### config.mk
export PLATFORM = sky130hd
export DESIGN_NAME = lhft_div_pipe
export DESIGN_NICKNAME = d
export VERILOG_FILES = /design/src/design/assert_macros.svh /design/src/design/lhft_pkg.sv /design/src/design/lhft_div_pipe.sv
export SDC_FILE = /design/constraint.sdc
export NUM_CORES = 2
export LEC_CHECK = 0
export BUFFER_PORTS_ARGS = -buffer_cell sky130_fd_sc_hd__buf_2
export CAP_MARGIN = 25
export CORE_ASPECT_RATIO = 0.9
export CORE_UTILIZATION = 55
export CTS_CLUSTER_SIZE = 28
export DETAILED_ROUTE_END_ITERATION = 6
export PLACE_DENSITY = 0.81
export SLEW_MARGIN = 10
export SYNTH_ARGS = -nofsm -noshare
export SYNTH_HDL_FRONTEND = slang
export SYNTH_SLANG_ARGS = --single-unit
### constraint.sdc
create_clock -name clk -period 3.1 [get_ports clk]
set_input_delay 0.31 -clock clk [delete_from_list [all_inputs] [get_ports clk]]
set_output_delay 0.31 -clock clk [all_outputs]
set_load 0.1 [all_outputs]
### src/design/assert_macros.svh
// ----------------------------------------------------------------------------
// assertion macros
// shared property macros for the hex to five tets unit, removable with ASSERT_OFF
// ----------------------------------------------------------------------------
`ifndef ASSERT_MACROS_SVH
`define ASSERT_MACROS_SVH

`ifndef ASSERT_OFF

// same-cycle implication
`define ASSERT_IMPLY(name, clk, rst_n, ante, cons) \
	name: assert property (@(posedge clk) disable iff (!rst_n) (ante) |-> (cons)) \
		else $error("assertion failed: implication");

// next-cycle implication
`define ASSERT_NEXT(name, clk, rst_n, ante, cons) \
	name: assert property (@(posedge clk) disable iff (!rst_n) (ante) |=> (cons)) \
		else $error("assertion failed: next cycle");

`else

`define ASSERT_IMPLY(name, clk, rst_n, ante, cons)
`define ASSERT_NEXT(name, clk, rst_n, ante, cons)

`endif

`endif

### src/design/lhft_pkg.sv
// ----------------------------------------------------------------------------
// lhft_pkg
// constants, types and split tables of the hex to five tets unit
// ----------------------------------------------------------------------------
`default_nettype none

package lhft_pkg;

	localparam int INDEX_BITS_DEF = 30;
	localparam int ROW_W          = 16;
	localparam int LAYER_W        = 30;
	localparam int NODE_W         = 30;
	localparam int CORNERS        = 8;
	localparam int CORNER_SEL_W   = 3;
	localparam int TETS           = 5;
	localparam int TET_NUM_W      = 3;
	localparam int GAP_W          = 3;
	localparam int DATA_W         = 32;
	localparam int ADDR_W         = 3;
	localparam int REG_IDX_W      = 1;

	localparam logic [TET_NUM_W-1:0] FIRST_TET = 3'd0;
	localparam logic [TET_NUM_W-1:0] LAST_TET  = 3'd4;

	// register map, index = paddr / 4
	localparam logic [REG_IDX_W-1:0] REG_CELLS_PER_ROW   = 1'b0;
	localparam logic [REG_IDX_W-1:0] REG_CELLS_PER_LAYER = 1'b1;

	localparam logic [ROW_W-1:0]   ROW_RESET   = 16'd1;
	localparam logic [LAYER_W-1:0] LAYER_RESET = 30'd1;

	// control that travels with a dividend through the divider stages
	typedef struct packed {
		logic valid;
		logic par;
	} div_ctl_t;

	localparam logic [CORNER_SEL_W-1:0] SPLIT_EVEN [TETS][4] = '{
		'{3'd0, 3'd1, 3'd2, 3'd5},
		'{3'd0, 3'd2, 3'd3, 3'd7},
		'{3'd0, 3'd5, 3'd2, 3'd7},
		'{3'd0, 3'd5, 3'd7, 3'd4},
		'{3'd5, 3'd2, 3'd7, 3'd6}
	};

	localparam logic [CORNER_SEL_W-1:0] SPLIT_ODD [TETS][4] = '{
		'{3'd0, 3'd1, 3'd3, 3'd4},
		'{3'd1, 3'd2, 3'd3, 3'd6},
		'{3'd1, 3'd3, 3'd4, 3'd6},
		'{3'd1, 3'd5, 3'd6, 3'd4},
		'{3'd3, 3'd4, 3'd6, 3'd7}
	};

	function automatic logic [CORNER_SEL_W-1:0] corner_sel(input logic odd,
			input logic [TET_NUM_W-1:0] tet, input logic [1:0] pos);
		logic [CORNER_SEL_W-1:0] sel;
		if (odd) begin
			sel = SPLIT_ODD[tet][pos];
		end else begin
			sel = SPLIT_EVEN[tet][pos];
		end
		return sel;
	endfunction

endpackage

`default_nettype wire

### src/design/lhft_div_pipe.sv
// ----------------------------------------------------------------------------
// lhft_div_pipe
// restoring divider, one quotient bit per register stage; gives the remainder
// and folds quotient bit 0 into the parity carried alongside
// ----------------------------------------------------------------------------
`default_nettype none

module lhft_div_pipe #(
	parameter int NUM_W = lhft_pkg::INDEX_BITS_DEF,
	parameter int DEN_W = lhft_pkg::LAYER_W
) (
	input  logic               clk,
	input  logic               arst_n,
	input  lhft_pkg::div_ctl_t in_ctl,
	input  logic [NUM_W-1:0]   in_num,
	input  logic [DEN_W-1:0]   den,
	output lhft_pkg::div_ctl_t out_ctl,
	output logic [NUM_W-1:0]   out_rem
);
	import lhft_pkg::*;

	localparam int CMP_W = (NUM_W > DEN_W ? NUM_W : DEN_W) + 1;

	div_ctl_t         ctl_s [NUM_W];
	logic [NUM_W-1:0] rem_s [NUM_W];
	logic [NUM_W-1:0] num_s [NUM_W-1];

	for (genvar s = 0; s < NUM_W; s++) begin : g_stage
		div_ctl_t         ctl_in;
		logic [NUM_W-1:0] num_in;
		logic [NUM_W-1:0] rem_in;
		logic [NUM_W-1:0] rem_sh;
		logic [CMP_W-1:0] diff;
		logic             ge;

		if (s == 0) begin : g_first
			assign ctl_in = in_ctl;
			assign num_in = in_num;
			assign rem_in = '0;
		end else begin : g_next
			assign ctl_in = ctl_s[s-1];
			assign num_in = num_s[s-1];
			assign rem_in = rem_s[s-1];
		end

		// partial remainder never exceeds the dividend prefix, so no bit is lost
		assign rem_sh = {rem_in[NUM_W-2:0], num_in[NUM_W-1]};
		assign diff   = CMP_W'(rem_sh) - CMP_W'(den);
		assign ge     = ~diff[CMP_W-1];

		always_ff @(posedge clk or negedge arst_n) begin
			if (!arst_n) begin
				ctl_s[s] <= '0;
			end else begin
				ctl_s[s].valid <= ctl_in.valid;
				if (s == NUM_W - 1) begin
					ctl_s[s].par <= ctl_in.par ^ ge;
				end else begin
					ctl_s[s].par <= ctl_in.par;
				end
			end
		end

		always_ff @(posedge clk) begin
			rem_s[s] <= ge ? diff[NUM_W-1:0] : rem_sh;
		end

		if (s < NUM_W - 1) begin : g_num
			always_ff @(posedge clk) begin
				num_s[s] <= {num_in[NUM_W-2:0], 1'b0};
			end
		end
	end

	assign out_ctl = ctl_s[NUM_W-1];
	assign out_rem = rem_s[NUM_W-1];

endmodule

`default_nettype wire

==> results of run 1 <==
==> stage by stage <==
step           util [%]  cells  cell area (um^2)  setup WS, ns  hold slack [ns]
4_1_cts            74.5  12300            104000        -0.183           0.0606
3_3_place_gp       67.5  11900             94400        -0.765            0.309
3_5_place_dp       67.5  11900             94400        -0.882            0.312
2_1_floorplan         -   8400             78300        -0.429           0.0144
==> Yosys cell counts, types with 72 or more instances <==
cell type | n | area share, %
a21oi_1 | 821 | 5.3
inv_1 | 227 | 1.1
a211oi_1 | 76 | 0.74
o21ai_0 | 566 | 3.7
nor2_1 | 621 | 3.0
mux2_2 | 361 | 5.2
clkbuf_1 | 131 | 0.63
ha_1 | 872 | 14
a21o_1 | 354 | 3.4
nand3_1 | 140 | 0.90
dfxtp_1 | 1306 | 34
o21a_1 | 136 | 1.3
xnor2_1 | 387 | 4.4
xor2_1 | 292 | 3.3
nor2b_1 | 108 | 0.87
nor3_1 | 108 | 0.70
nand2_1 | 570 | 2.8
a31oi_1 | 72 | 0.58
nand2b_1 | 144 | 1.2
==> timing repair <==
action	in CTS
pin swaps	165
hold buffers	35
setup buffers	147
hold endpoints to repair	89
cloned	50
setup endpoints to repair	800
resized for setup	541
==> layer usage <==
layer | overflow | track usage, %
met3 | 0 | 37.4
met1 | 2 | 55.5
met2 | 7 | 73.8
met4 | 6 | 53.1
met5 | 0 | 23.0
==> cell families after synthesis <==
logic type	share of synthesized area [%]
AO/OA/AOI/OAI	21.2
AND/OR/NAND/NOR	12.2
flip-flops	35.7
adder cells (fa/ha/maj)	14.8
XOR/XNOR	7.67
buffers and inverters	2.30
multiplexers	6.12
other	0.00484
==> results_dict.tcl, run 1 <==
set metrics [dict create \
    antenna_found_initial 68 \
    clockRootBuffer "clkbuf_16" \
    synth_edf_count 0 \
    cts.path.max_buffers 3 \
    last-stage-reached "5_1_grt" \
    synth_flop_cell "dfxtp_1" \
    cts.sinks 1366 \
    async_flop_share_pct 4.39 \
    yosys.cell_types.count 107 \
    tool.error "[ERROR GRT-0232] Routing congestion too high. Check the congestion heatmap in the GUI." \
    io_buffers 95 \
    synth_cells 8387 \
    dieHeight_um 358 \
    avgSynthCellArea_um2 9.24 \
    cts_buffers 144 \
    place.gp.congestion 0.983 \
    dp_hpwl_um 179000 \
    grt-worst-endpoint "rem_s[14][11]$_DFF_P_/D" \
    fp-row-count 130 \
    grt_start_max_net_pins 46 \
    io_pins 96 \
    worst-ep-kind "register input" \
    yosys_warnings 0 \
    htreeDepth 4 \
    die_width_um 398 \
    seq_area_frac_synth_pct 35.7 \
    grt_overflow_total 15 \
    track_usage_pct 55.5 \
    status "aborted with a tool error" \
    ys_ff_latch 1366 \
    netlist_area_um2 77500 \
    initial_core_util_pct 55.5 \
]
==> run 2: changes to the inputs <==
- CORE_ASPECT_RATIO: 0.9 -> unset
- CORE_UTILIZATION: 55 -> 40
- CTS_CLUSTER_SIZE: 28 -> unset
- PLACE_DENSITY: 0.81 -> unset
- PLACE_DENSITY_LB_ADDON: unset -> 0.15
- clock period: 3.1 -> 4 ns (I/O delays scaled with it)
==> run 2 against run 1 <==
  * The flow now finishes, with violations (DRC)
  * Synthesized cell count unchanged
  * Synthesized area unchanged
==> results_dict.tcl, run 2 <==
set metrics [dict create \
    place.gp.congestion 0.891 \
    setup_viol 0 \
    drtIter0Drc 3194 \
    r2r-end "rem_s[12][3]" \
    dieHeight_um 442 \
    die-area_um2 196000 \
    ir_drop_mv 0.472 \
    core_area_um2 193000 \
    largest_reg_flops 871 \
    grt_pass1_wl_um 335000 \
    timing.fmax_mhz 270 \
    worstPathArrival_ns 4.41 \
    vias 62700 \
    failed_checks "DRC" \
    async_flop_share_pct 4.39 \
    clkTransAtPathRegs_ns 0.06 \
    r2r_cells 15 \
    final_nets 9809 \
    yosys.cell_types.count 107 \
    crit_slowest_cell "dfxtp_1" \
    dp_hpwl_um 167000 \
    period_minus_slack_ns 3.70 \
    ys_ff_latch 1366 \
    synth_cells 8387 \
    synth_edf_count 0 \
    cts_tree "done" \
    critPathTopFamily "compound AO/OA/AOI/OAI gates" \
    clk_latency_ns 0.85 \
    seq_area_frac_synth_pct 35.7 \
    cpPeakStageDelay_ns 0.46 \
    drtAntennaViolNets 0 \
    layout_commonest_cell "dfxtp_1" \
    hold_end "rem_s[0][15]" \
    io_pins 96 \
    rsz0062_at_grt "no" \
    required_ns 4.71 \
    setup.worst_path.end_class "flip-flop" \
    status "finished, violations left" \
    io_buffers 95 \
    synth_flop_cell "dfxtp_1" \
    path_class "flip-flop to flip-flop" \
    worst_pin_slew_ns 0.965 \
    slew_viol_final 0 \
    grt_pass1_vias 61800 \
    vias_per_cell 5.45 \
    period_share_pct 92.4 \
    clockRootBuffer "clkbuf_16" \
    power_density_nw_per_um2 964 \
    r2r_slack_ns 0.30 \
    p_total_mw 86.6 \
    cts_resized 0 \
    drt-total-wl_um 216000 \
    dp_cells 11200 \
    yosys-top-cells-count "dfxtp_1, ha_1, a21oi_1, nor2_1, nand2_1" \
    worstSetupStartpoint "num_s[1][231]" \
    avgSynthCellArea_um2 9.24 \
    die_width_um 442 \
    cts.sinks 1366 \
    cts.path.max_buffers 3 \
    top_regs "rem_s x871, num_s x435, ctl_s x58" \
    drive_gt1_share_pct 13.6 \
    final_cells 11500 \
    cp_max_fo 29 \
    fin_setup_tns_ns 0 \
    yosys_warnings 0 \
    grt_overflow_total 0 \
    track_usage_pct 21.6 \
    initial_core_util_pct 40.3 \
    yosysMostFrequentCell "dfxtp_1" \
    antenna_found_initial 9 \
    min-delay-start "den[28]" \
    htreeDepth 4 \
    grt_start_max_net_pins 61 \
    finalHoldViolCount 0 \
    crit_buf_inv 4 \
    slew_headroom_pct 35.7 \
    reg2reg_from "num_s[1][231]" \
    min_path_type "input port to flip-flop" \
    fp-row-count 161 \
    p_leak_nw 40.1 \
    skew_ns 0.0425 \
    cap_violations 0 \
    netlist_area_um2 77500 \
    wl_per_cell_um 18.8 \
    synth_top_area_share_pct 33.7 \
    area_delta_synth_final_pct 15.9 \
    synthTopCellsByArea "dfxtp_1, ha_1, a21oi_1, mux2_2, xnor2_1" \
    cp_cell_sequence "inv_1 -> ha_1 -> fa_1 -> nor2b_1 -> o31a_1 -> o31a_1 -> o21ai_0 -> buf_4 -> a211o_1 -> a211oi_1 -> buf_4 -> nor4_1 -> nor2_2 -> buf_12 -> mux2_2" \
    hold_path_depth 4 \
    synth_top_cell_by_area "dfxtp_1" \
    final_cell_mix "dfxtp_1, ha_1, a21oi_1, nor2_1, nand2_1" \
    post_cts_buffers 0 \
    drtPass1Iterations 7 \
    top_register "rem_s" \
    cts_buffers 161 \
    post-route-drc-count 1 \
    startpoint_type "flip-flop" \
]
[run 2: final cells by class]
type / count / area [um^2]
fillers: 18300 / 103000
multi-input cells: 6605 / 48300
flip-flops and latches: 1366 / 27600
clock buffers: 223 / 4660
repair buffers: 483 / 4270
well taps: 2526 / 3160
clock inverters: 71 / 948
inverters: 227 / 852
diodes: 2 / 5.00
[run 2: tightest hold or removal path, stage by stage]
cell and delay [ns]:
buf_2 0.10, nor2_1 0.04, buf_4 0.18, o2111a_1 0.14
[run 2: what timing repair did]
item	CTS	global route
setup endpoints to repair	0	0
endpoints found under the hold margin	92	0
hold buffers	33	0
[run 2: report_power, final]
part | internal (mW) | switching, mW
Clock | 8.97 | 6.22
Sequential | 18.7 | 3.57
Combinational | 22.8 | 26.3
Total | 50.5 | 36.1
[run 2: worst max path at each step]
stage | to | slack, ns | depth (start not counted)
6_report | rem_s[12][3] | 0.30 | 15
5_1_grt | rem_s[6][3] | 0.08 | 13
4_1_cts | rem_s[11][28] | 0.25 | 15
3_5_place_dp | rem_s[9][39] | -0.12 | 17
3_3_place_gp | rem_s[11][28] | -0.12 | 16
2_1_floorplan | rem_s[6][57] | 0.11 | 13
[run 2: kinds of logic (layout without fill, tap and decap cells)]
family / Yosys count / after routing / share of synthesized area [%]
fa+ha+maj: 901 / 901 / 14.8
flops: 1366 / 1366 / 35.7
buf+inv: 429 / 1004 / 2.30
other cells: 1 / 16 / 0.00484
simple gates: 2012 / 2012 / 12.2
mux: 424 / 424 / 6.12
compound gates: 2575 / 2575 / 21.2
xor+xnor: 679 / 679 / 7.67
[run 2: per-layer routing]
layer,GRT usage (%),share of wire (%),vias up
met5,0,0,-
met4,9.09,4.2,0
met3,2.75,3.2,436
met2,39.2,50,1101
met1,25.3,43,29600
li1,-,-,31500
[run 2: metrics by stage]
stage          util [%]  instance area, um^2  setup WS, ns  hold WS (ns)
6_report           46.7                89900         0.302        0.0859
5_1_grt            46.7                89900        0.0793        0.0479
4_1_cts            46.7                89900         0.250        0.0182
3_3_place_gp       43.6                83900        -0.116         0.310
2_1_floorplan         -                77600         0.112         0.104
3_5_place_dp       43.6                83900        -0.125         0.312
(Power assumes the default switching activity.)
